$ cat src/hw/rtl/sot_pkg.sv
`timescale 1ns / 1ps

package sot_pkg;

  // shape codes of a descriptor
  localparam logic [1:0] SHAPE_RECT     = 2'd0;
  localparam logic [1:0] SHAPE_CIRCLE   = 2'd1;
  localparam logic [1:0] SHAPE_BOUNDARY = 2'd2;
  localparam logic [1:0] SHAPE_UNKNOWN  = 2'd3;

  // how the pair is resolved downstream
  localparam logic [1:0] MODE_FLAG = 2'd0;  // answer already known
  localparam logic [1:0] MODE_CR   = 2'd1;  // circle against rectangle
  localparam logic [1:0] MODE_CC   = 2'd2;  // circle against circle

  // position of a circle centre along one axis of a rectangle
  localparam logic [1:0] POS_BEFORE = 2'd0;
  localparam logic [1:0] POS_INSIDE = 2'd1;
  localparam logic [1:0] POS_AFTER  = 2'd2;

  typedef struct packed {
    logic [1:0] mode;
    logic       flag;
    logic [1:0] ry;
    logic [1:0] rx;
  } sot_ctrl_t;

  typedef struct packed {
    logic use_sq;
    logic flag;
  } sot_fin_t;

endpackage

$ cat src/hw/rtl/sot_select.sv
`timescale 1ns / 1ps

module sot_select import sot_pkg::*; #(
  parameter int W = 16
) (
  input  logic                clk,
  input  logic                en,
  input  logic                same_object,
  input  logic [1:0]          a_shape,
  input  logic signed [W-1:0] a_p0,
  input  logic signed [W-1:0] a_p1,
  input  logic signed [W-1:0] a_p2,
  input  logic signed [W-1:0] a_p3,
  input  logic [1:0]          b_shape,
  input  logic signed [W-1:0] b_p0,
  input  logic signed [W-1:0] b_p1,
  input  logic signed [W-1:0] b_p2,
  input  logic signed [W-1:0] b_p3,
  output sot_ctrl_t           ctrl_r,
  output logic signed [W:0]   c_cx_r,
  output logic signed [W:0]   c_cy_r,
  output logic signed [W:0]   c_rad_r,
  output logic signed [W:0]   c_l_r,
  output logic signed [W:0]   c_t_r,
  output logic signed [W:0]   c_r_r,
  output logic signed [W:0]   c_b_r,
  output logic signed [W:0]   q_p0_r,
  output logic signed [W:0]   q_p1_r,
  output logic signed [W:0]   q_p2_r,
  output logic signed [W:0]   q_p3_r
);

  logic signed [W:0] ae0, ae1, ae2, ae3, be0, be1, be2, be3;
  logic signed [W:0] al, at, ar, ab, bl, bt, br, bb;
  logic signed [W:0] o_l, o_t, o_r, o_b, d_l, d_t, d_r, d_b;
  logic signed [W:0] c_cx, c_cy, c_rad, c_l, c_t, c_r, c_b;
  logic signed [W:0] q_p0, q_p1, q_p2, q_p3;
  logic              a_circ, b_circ, swap, any_hit, box_hit;
  sot_ctrl_t         ctrl_nxt;

  assign ae0 = {a_p0[W-1], a_p0};
  assign ae1 = {a_p1[W-1], a_p1};
  assign ae2 = {a_p2[W-1], a_p2};
  assign ae3 = {a_p3[W-1], a_p3};
  assign be0 = {b_p0[W-1], b_p0};
  assign be1 = {b_p1[W-1], b_p1};
  assign be2 = {b_p2[W-1], b_p2};
  assign be3 = {b_p3[W-1], b_p3};

  assign a_circ = (a_shape == SHAPE_CIRCLE);
  assign b_circ = (b_shape == SHAPE_CIRCLE);

  // circle edges are centre plus or minus radius
  assign al = a_circ ? ae0 - ae2 : ae0;
  assign at = a_circ ? ae1 - ae2 : ae1;
  assign ar = a_circ ? ae0 + ae2 : ae2;
  assign ab = a_circ ? ae1 + ae2 : ae3;
  assign bl = b_circ ? be0 - be2 : be0;
  assign bt = b_circ ? be1 - be2 : be1;
  assign br = b_circ ? be0 + be2 : be2;
  assign bb = b_circ ? be1 + be2 : be3;

  // object against boundary, either order
  always_comb begin
    if (b_shape == SHAPE_BOUNDARY) begin
      o_l = al; o_t = at; o_r = ar; o_b = ab;
      d_l = bl; d_t = bt; d_r = br; d_b = bb;
    end else begin
      o_l = bl; o_t = bt; o_r = br; o_b = bb;
      d_l = al; d_t = at; d_r = ar; d_b = ab;
    end
  end

  assign any_hit = (o_l < d_r) || (o_t < d_b) || (o_r > d_l) || (o_b > d_t);
  assign box_hit = (al < br) && (at < bb) && (ar > bl) && (ab > bt);

  // put the circle in the c slot, the other shape's raw fields in q
  assign swap  = b_circ && (a_shape == SHAPE_RECT);
  assign c_cx  = swap ? be0 : ae0;
  assign c_cy  = swap ? be1 : ae1;
  assign c_rad = swap ? be2 : ae2;
  assign c_l   = swap ? bl : al;
  assign c_t   = swap ? bt : at;
  assign c_r   = swap ? br : ar;
  assign c_b   = swap ? bb : ab;
  assign q_p0  = swap ? ae0 : be0;
  assign q_p1  = swap ? ae1 : be1;
  assign q_p2  = swap ? ae2 : be2;
  assign q_p3  = swap ? ae3 : be3;

  always_comb begin
    ctrl_nxt.mode = MODE_FLAG;
    ctrl_nxt.flag = 1'b0;
    ctrl_nxt.rx   = (c_cx < q_p0) ? POS_BEFORE : ((c_cx <= q_p2) ? POS_INSIDE : POS_AFTER);
    ctrl_nxt.ry   = (c_cy < q_p1) ? POS_BEFORE : ((c_cy <= q_p3) ? POS_INSIDE : POS_AFTER);
    if (same_object || a_shape == SHAPE_UNKNOWN || b_shape == SHAPE_UNKNOWN) begin
      ctrl_nxt.flag = 1'b0;
    end else if (a_shape == SHAPE_BOUNDARY && b_shape == SHAPE_BOUNDARY) begin
      ctrl_nxt.flag = 1'b1;
    end else if (a_shape == SHAPE_BOUNDARY || b_shape == SHAPE_BOUNDARY) begin
      ctrl_nxt.flag = any_hit;
    end else if (a_shape == SHAPE_RECT && b_shape == SHAPE_RECT) begin
      ctrl_nxt.flag = box_hit;
    end else if (a_circ && b_circ) begin
      ctrl_nxt.mode = MODE_CC;
    end else begin
      ctrl_nxt.mode = MODE_CR;
    end
  end

  always_ff @(posedge clk) begin
    if (en) begin
      ctrl_r  <= ctrl_nxt;
      c_cx_r  <= c_cx;
      c_cy_r  <= c_cy;
      c_rad_r <= c_rad;
      c_l_r   <= c_l;
      c_t_r   <= c_t;
      c_r_r   <= c_r;
      c_b_r   <= c_b;
      q_p0_r  <= q_p0;
      q_p1_r  <= q_p1;
      q_p2_r  <= q_p2;
      q_p3_r  <= q_p3;
    end
  end

endmodule

$ cat config.mk
export PLATFORM = sky130hd
export DESIGN_NAME = sot_select
export DESIGN_NICKNAME = d
export VERILOG_FILES = /design/src/hw/rtl/sot_pkg.sv /design/src/hw/rtl/sot_select.sv
export SDC_FILE = /design/constraint.sdc
export NUM_CORES = 1
export LEC_CHECK = 0
export BUFFER_PORTS_ARGS = -buffer_cell sky130_fd_sc_hd__buf_2
export CAP_MARGIN = 15
export CORE_UTILIZATION = 47
export CTS_CLUSTER_SIZE = 16
export DETAILED_ROUTE_END_ITERATION = 8
export PLACE_DENSITY = 0.69
export SYNTH_ARGS = -nofsm -noshare
export SYNTH_HDL_FRONTEND = slang
export SYNTH_SLANG_ARGS = --single-unit
export TNS_END_PERCENT = 50
$ cat constraint.sdc
create_clock -name clk -period 6.6 [get_ports clk]
set_input_delay 0.33 -clock clk [delete_from_list [all_inputs] [get_ports clk]]
set_output_delay 0.33 -clock clk [all_outputs]
set_load 0.1 [all_outputs]
==> results.md, run 1 <==
* Final non-filler cell total at 3496
* Synth Area in Simple Gates at 19.35%
* Initial core utilization at 48.01%
* Slew margin rel. at 22.74%
* Detailed placement HPWL at 72.02 mm
* Worst setup SP type: input port
* Hold_buf cts at 0
* Postcts setup bufs at 0
* CP max-delay cell: ha_1
* Clk buf depth at 2
* Drt initial violations at 2286
* Worst Path Arrival at 5600 ps
* Sum of negative setup slack at 0 ps
* Io pins at 329
* Post-Route WL at 90.51 mm
* TritonCTS clock tree: done
* VDD IR-drop max at 0.0002406 V
* WHS at 162.1 ps
* Status: complete, no violations
* Synth Warn # at 0
* DIE HEIGHT at 215.2 um
* HP Start: a_p3[3]
* Worst Tran Pin Value at 1147 ps
* Synth Area in Adders at 17.87%
* Root buffer cell: clkbuf_16
* First-pass GRT wire length at 130.2 mm
* Gp weighted congestion at 1.005
* Fmax at 186.1 MHz
* Post-synthesis sequential area ratio at 26.28%
* Compound-Gate Fraction of Synth Area at 22.44%
* EDFF count, synth at 187
* Syn Std Cell Area at 21370 um2
* Worst Path Max Fanout at 10
* IO buf count at 328
* Maxcap violations at 0
* Clk slew on worst S/H paths at 70 ps
* ANT nets after route at 0
* Static Leakage at 10.94 nW
* Routed vias at 21520
* Main combinational cell family by area after synthesis: compound AO/OA/AOI/OAI gates
* Worst hold-check path type: input port to flop
* Wire length per cell at 25.89 um
* Post-synthesis cell count at 2662
* Worst path required time at 6820 ps
* TritonCTS buffer count at 17
* Finish-stage setup viols at 0
* Critical Path End Type: flop
* CP max stage delay at 570 ps
* Worst Hold Path Cells at 3
* Final Critical Period at 5372 ps
* Vias in the first global route at 20140
* Vias per Instance at 6.154
* Share of cells above drive strength 1 at 15.43%
* PwrDens at 223.9 nW/um2
* Pre-CTS setup slack at 828.6 ps
* DP Cell Count at 3463
* Initial antenna violation count at 5
* Fin crit share at 81.40%
* Yosys cell types at 96
* Multi-input logic area at 14520 um2
* Kind of critical path: input port to flop
* Cts repair resizes at 0
* Drt drc at 0
* Syn avg cell area at 8.027 um2
* Worst path cell trace: buf_2 > inv_1 > ha_1 > nor2b_2 > or3_1 > nor4b_1 > o21ai_0 > a21oi_1 > o21bai_1 > a21oi_1 > xnor2_1 > nand2_1 > o21ai_0 > nor2_1 > a21o_1 > ha_1 > a211o_1 > nor2_1 > o2111ai_1 > nand3_1 > o311ai_0 > nor3_1 > a211o_1 > o41ai_2
* Pre-Repair DR Iteration Count at 6
* Area Growth Syn to Fin at 12.34%
* RSZ-0062 raised after global routing: no
* Layout Nets at 3304
* Die X at 215.2 um
* GRT overflow at 0
* Total die area at 46320 um2
* Synth Area in XOR/XNOR at 4.140%
* Clk sinks at 187
* Worst Hold Path EP: q_p3_r[3]
* Worst setup margin at 1228 ps
* Row cnt at 77
* H-tree lvl count at 4
* Ys async rst share at 0%
* Seq cells post-synth at 187
* FF+latch area at 5615 um2
* Final Hold Vio Count at 0
* Fill cell count at 4339
* Max Slew Vio Count at 0
* Gr usage total at 38.33%
* Syn Nets at 3076
* Top_reg_cell synth: edfxtp_1
* Largest net degree at the start of global routing at 172
* Mux cell area share after synthesis at 3.923%
* Core box area at 44510 um2
[final cells by class]
type                       instances  share of cell area, %
sequential                       187                  23.39
multi-input combinational       2161                  60.50
timing repair buffer             362                  8.084
tap                              592                  3.086
inverter                         161                  2.517
clock inverter                    14                 0.6255
clock buffer                      18                  1.788
antenna                            1                0.01042
[stage by stage]
step	total power, mW	utilization (%)	cell area (um2)
2_1_floorplan	3.552	-	21370
3_3_place_gp	4.279	52.63	23420
3_5_place_dp	4.298	52.63	23420
4_1_cts	5.359	53.93	24000
5_1_grt	5.598	53.93	24000
6_report	5.374	53.93	24010
[cells in the final DEF (no fill, tap or decap), types with 42 or more instances in the layout]
cell type	count
mux2i_1	77
xnor2_1	86
ha_1	271
nand2b_1	42
inv_1	160
a21oi_1	250
a21o_1	61
nor2b_1	49
o21ai_0	219
nor3_1	51
nor2_1	227
edfxtp_1	187
nand2_1	368
buf_2	327
[metal layers]
layer	routed length, um	GRT usage, %
met2	41040	60.89
met1	36740	47.98
met5	55	0
met3	5933	5.648
met4	6731	26.34
[worst max-delay path by stage]
stage / start / to / slack (ps)
final: b_p2[8] / ctrl_r[4] / 1230
after detailed placement: b_p2[8] / ctrl_r[4] / 830
after CTS: b_p2[8] / ctrl_r[4] / 1380
after global placement: b_p2[8] / ctrl_r[4] / 830
after floorplan: b_shape[0] / ctrl_r[4] / 1540
after global routing: b_p2[8] / ctrl_r[4] / 1010
[critical path, delay by kind of cell]
kind,cells,cell delay (ps)
buf+inv,2,500
compound gates,11,2060
fa+ha+maj,2,890
simple gates,8,1670
xor+xnor,1,130
[sequential cells by signal (all words and copies together) (netlist names)]
signal,flops
c_b_r,17
q_p0_r,16
ctrl_r,7
c_l_r,17
c_t_r,17
q_p3_r,16
c_rad_r,16
c_cx_r,16
c_cy_r,16
q_p1_r,16
c_r_r,17
q_p2_r,16
[Yosys cell counts (61+ instances only)]
master	n	area (um2)
ha_1	271	3391
o21ai_0	219	1096
a21o_1	61	457.9
nor2_1	228	855.8
clkbuf_1	84	315.3
nand2_1	369	1385
mux2i_1	77	770.7
xnor2_1	86	753.2
edfxtp_1	187	5615
a21oi_1	250	1251
inv_1	160	600.6
[report_power, final]
| part | internal (mW) | leakage [nW] | switching [mW] |
|---|---|---|---|
| clock network | 0.503 | 0.281 | 0.545 |
| logic | 0.749 | 8.83 | 2.10 |
| registers | 1.45 | 1.83 | 0.0305 |
[cells by family (layout without fill, tap and decap cells)]
family          after synthesis  in the layout
mux                          82             82
flops                       187            187
compound gates              774            774
buf+inv                     314            555
fa+ha+maj                   305            305
xor+xnor                    101            101
simple gates                899            899
other cells                   0              1
Power figures use the tool's default switching activity.
==> inputs of run 2 (changes only) <==
clock period = 5.6 ns   (was 6.6 ns; I/O delays follow)
==> run 2 against run 1 <==
Effect of this change:
- cell count rose by 2.0%
- critical path type unchanged
- first-iteration DRC count fell by 7.1%
- hold slack got worse by 62 ps
==> results.md, run 2 (same netlist as run 1, synthesis figures left out) <==
* Status: complete, no violations
* Layout Nets at 3377
* Finish-stage setup viols at 0
* PwrDens at 261.9 nW/um2
* Clk slew on worst S/H paths at 80 ps
* Maxcap violations at 0
* Fin crit share at 88.81%
* Worst Tran Pin Value at 1153 ps
* H-tree lvl count at 4
* RSZ-0062 raised after global routing: no
* Vias in the first global route at 20360
* Root buffer cell: clkbuf_16
* Fmax at 201.1 MHz
* First-pass GRT wire length at 129.6 mm
* Max Slew Vio Count at 0
* WP buf/inv at 4
* Io pins at 329
* Worst setup margin at 626.8 ps
* Most common cell after layout, fill and taps aside: nand2_1
* Row cnt at 77
* CP max stage delay at 500 ps
* TritonCTS buffer count at 17
* ANT nets after route at 0
* Fill cell count at 4268
* Routed vias at 21590
* Die X at 215.2 um
* Clk sinks at 187
* Critical path startpoint: a_p2[1]
* Top Family by Delay on Critical Path: compound AO/OA/AOI/OAI gates
* HP Start: a_p3[3]
* Worst Path Max Fanout at 6
* Commonest cells after routing, fill and taps aside: nand2_1, buf_2, ha_1
* IO buf count at 328
* Postcts setup bufs at 0
* Drt drc at 0
* Pre-Repair DR Iteration Count at 7
* FF+latch area at 5615 um2
* Initial antenna violation count at 2
* GRT overflow at 0
* Area Growth Syn to Fin at 15.10%
* Detailed placement HPWL at 73.14 mm
* Vias per Instance at 6.052
* Hold_buf cts at 0
* DIE HEIGHT at 215.2 um
* Drt initial violations at 2124
* VDD IR-drop max at 0.0002792 V
* Multi-input logic area at 14520 um2
* Sum of negative setup slack at 0 ps
* Worst hold-check path type: input port to flop
* Pre-CTS setup slack at 121.0 ps
* Cts repair resizes at 0
* Largest net degree at the start of global routing at 155
* Diodes inserted at 0
* Final Critical Period at 4973 ps
* Kind of critical path: input port to flop
* Critical Path End Type: flop
* Worst Path Arrival at 5310 ps
* Core box area at 44510 um2
* Gr usage total at 38.10%
* Total die area at 46320 um2
* Slew margin rel. at 22.31%
* Clk buf depth at 2
* Wire length per cell at 25.25 um
* Post-Route WL at 90.06 mm
* Static Leakage at 11.30 nW
* Worst setup SP type: input port
* Share of cells above drive strength 1 at 17.51%
* Initial core utilization at 48.01%
* Gp weighted congestion at 1.017
* TritonCTS clock tree: done
* Worst path required time at 5940 ps
* CP max-delay cell: fa_1
* Cell mode on critical path: nor2_1
* Final Hold Vio Count at 0
==> run 2: changes by cell type in the layout (fill, tap and decap cells not counted), sizes merged <==
cell      before  now
buf          362  435
bufinv         0    2
clkbuf        18   17
clkinv         6    4
clkinvlp       1    2
diode          1    0
inv          168  167
==> run 2: final cells by class <==
class,count,area share (%)
multi-input cells,2161,59.05
flip-flops and latches,187,22.83
repair buffers,435,10.17
well taps,592,3.012
inverters,161,2.457
clock buffers,17,1.730
clock inverters,14,0.7529
==> run 2: per-layer routing <==
| layer | part of all wire, % | wire (um) | global-route usage (%) |
|---|---|---|---|
| met2 | 46 | 41180 | 61.84 |
| met4 | 7.8 | 7005 | 27.85 |
| met1 | 39 | 35550 | 45.93 |
| met3 | 7.0 | 6304 | 5.718 |
| met5 | 0.030 | 27 | 0 |
==> run 2: worst paths after layout <==
path / to / slack [ps] / cells after the start
setup / recovery: ctrl_r[4] / 630 / 25
hold / removal: q_p3_r[3] / 100 / 3
==> run 2: power breakdown <==
part           total (mW)  switching (mW)  internal, mW
Combinational        3.40            2.46         0.933
Clock                1.30           0.630         0.674
Sequential           1.74          0.0369          1.70
Total                6.44            3.13          3.31
==> run 2: stage by stage <==
stage          area [um2]  std cells  hold WS, ps  util, %  total power [mW]
3_3_place_gp        23980       3536        602.3    53.88             5.096
4_1_cts             24590       3567        65.20    55.26             6.426
6_report            24590       3567        100.3    55.26             6.442
2_1_floorplan       21370       2662        392.5        -             4.186
3_5_place_dp        23980       3536        603.9    53.88             5.114
5_1_grt             24590       3567        97.29    55.26             6.699
==> inputs of run 3 (changes only) <==
REMOVE_ABC_BUFFERS = 1   (was unset)
TNS_END_PERCENT = 20   (was 50)
==> run 3 against run 2 <==
Effect of this change:
- cell count fell by 1.1%
- clock-buffer cell count increased by 3
- wire length fell by 16%
- final area down 1.5%
- global-route usage fell by 5.8 points
- critical path type unchanged
- critical endpoint unchanged
- highest routed layer is now met4
==> results.md, run 3 (same netlist as run 1, synthesis figures left out) <==
* Status: complete, no violations
* Initial antenna violation count at 4
* Initial core utilization at 48.01%
* Postcts setup bufs at 0
* Multi-input logic area at 14520 um2
* CP max-delay cell: nor4b_1
* VDD IR-drop max at 0.0002251 V
* Wire length per cell at 21.44 um
* Kind of critical path: input port to flop
* Gr usage total at 32.29%
* TritonCTS clock tree: done
* Post-Route WL at 75.61 mm
* Clk buf depth at 2
* Area Growth Syn to Fin at 13.43%
* Layout Nets at 3333
* Die X at 215.2 um
* Worst Path Max Fanout at 10
* IO buf count at 328
* Routed vias at 20990
* DIE HEIGHT at 215.2 um
* Pre-Repair DR Iteration Count at 7
* Max Slew Vio Count at 0
* PwrDens at 255.4 nW/um2
* First-pass GRT wire length at 114.2 mm
* Critical Path End Type: flop
* Gp weighted congestion at 0.9788
* Io pins at 329
* Worst path depth at 23
* Most common cell after layout, fill and taps aside: nand2_1
* Util after Layout at 54.45%
* Core box area at 44510 um2
* Largest net degree at the start of global routing at 96
* Finish-stage setup viols at 0
* Commonest cells after routing, fill and taps aside: nand2_1, buf_2, ha_1
* Worst path required time at 5840 ps
* RSZ-0062 raised after global routing: no
* DP Cell Count at 3492
* Slew margin rel. at 43.15%
* FF+latch area at 5615 um2
* Total die area at 46320 um2
* Detailed placement HPWL at 60.45 mm
* Cts repair resizes at 0
* Worst path cell trace: buf_2 > inv_1 > ha_1 > nor2b_2 > or3_1 > nor4b_1 > o21ai_0 > a21oi_1 > o21bai_1 > a21oi_1 > xnor2_1 > nand2_1 > o21ai_0 > nor2_1 > a21o_1 > ha_1 > a211o_1 > mux2_2 > nand3_1 > o311ai_0 > nor3_1 > a211o_1 > o41ai_2
* Share of cells above drive strength 1 at 16.10%
* Clk sinks at 187
* Worst setup SP type: input port
* TritonCTS buffer count at 17
* Static Leakage at 11.07 nW
* Root buffer cell: clkbuf_16
* Critical path startpoint: b_p2[8]
* Worst hold-check path type: input port to flop
* Vias in the first global route at 20080
* H-tree lvl count at 4
* Final non-filler cell total at 3527
* Fill cell count at 4222
* Drt drc at 0
* Clk slew on worst S/H paths at 80 ps
* ANT nets after route at 0
* Fin crit share at 91.28%
* Top Family by Delay on Critical Path: compound AO/OA/AOI/OAI gates
* CP max stage delay at 550 ps
* Critical Path Sink: ctrl_r[4]
* Hold_buf cts at 0
* Vias per Instance at 5.952
* Worst Tran Pin Value at 849.1 ps
* Final Critical Period at 5112 ps
* WP buf/inv at 2
* Row cnt at 77
* Worst Path Arrival at 5360 ps
* GRT overflow at 0
* Final Hold Vio Count at 0
* Fmax at 195.6 MHz
* Drt initial violations at 1879
* Maxcap violations at 0
==> run 3: stage by stage <==
step	instance area, um2	setup TNS [ps]	hold slack, ps	worst slack (ps)	power (mW)
finish	24240	0	105.4	488.3	6.190
global route	24240	0	99.99	222.8	6.487
CTS	24230	0	61.66	548.7	6.196
detailed placement	23690	-8.702	603.3	-8.702	5.011
global placement	23690	0	600.8	6.434	4.977
floorplan	20690	-548190	392.5	-6725	4.168
==> run 3: power breakdown <==
part           internal, mW  switching, mW  total, mW
clock network         0.605          0.561       1.17
logic                 0.909           2.37       3.28
registers              1.71         0.0383       1.74
==> run 3: per-layer routing <==
metal	up-vias	part of all wire, %	track usage, %
li1	10030	-	-
met1	9922	43	43.18
met2	921	46	52.16
met3	124	7.1	4.515
met4	0	3.8	13.40
met5	-	0	0
==> run 3: worst min-delay path by stage <==
stage                  to  cells after the start     start
3_3_place_gp    q_p3_r[4]                      3   a_p3[4]
2_1_floorplan    c_b_r[0]                      0        en
6_report       q_p3_r[11]                      3  a_p3[11]
5_1_grt         q_p3_r[6]                      3   a_p3[6]
4_1_cts        q_p3_r[11]                      3  a_p3[11]
3_5_place_dp    q_p3_r[6]                      3   a_p3[6]
==> run 3: cell type report <==
cell class                      instances  share of cell area (%)
Clock inverter                         11                  0.3975
Timing Repair Buffer                  391                   9.122
Clock buffer                           20                   1.802
Sequential cell                       187                   23.17
Antenna cell                            4                 0.04130
Multi-Input combinational cell       2161                   59.92
Tap cell                              592                   3.056
Inverter                              161                   2.493
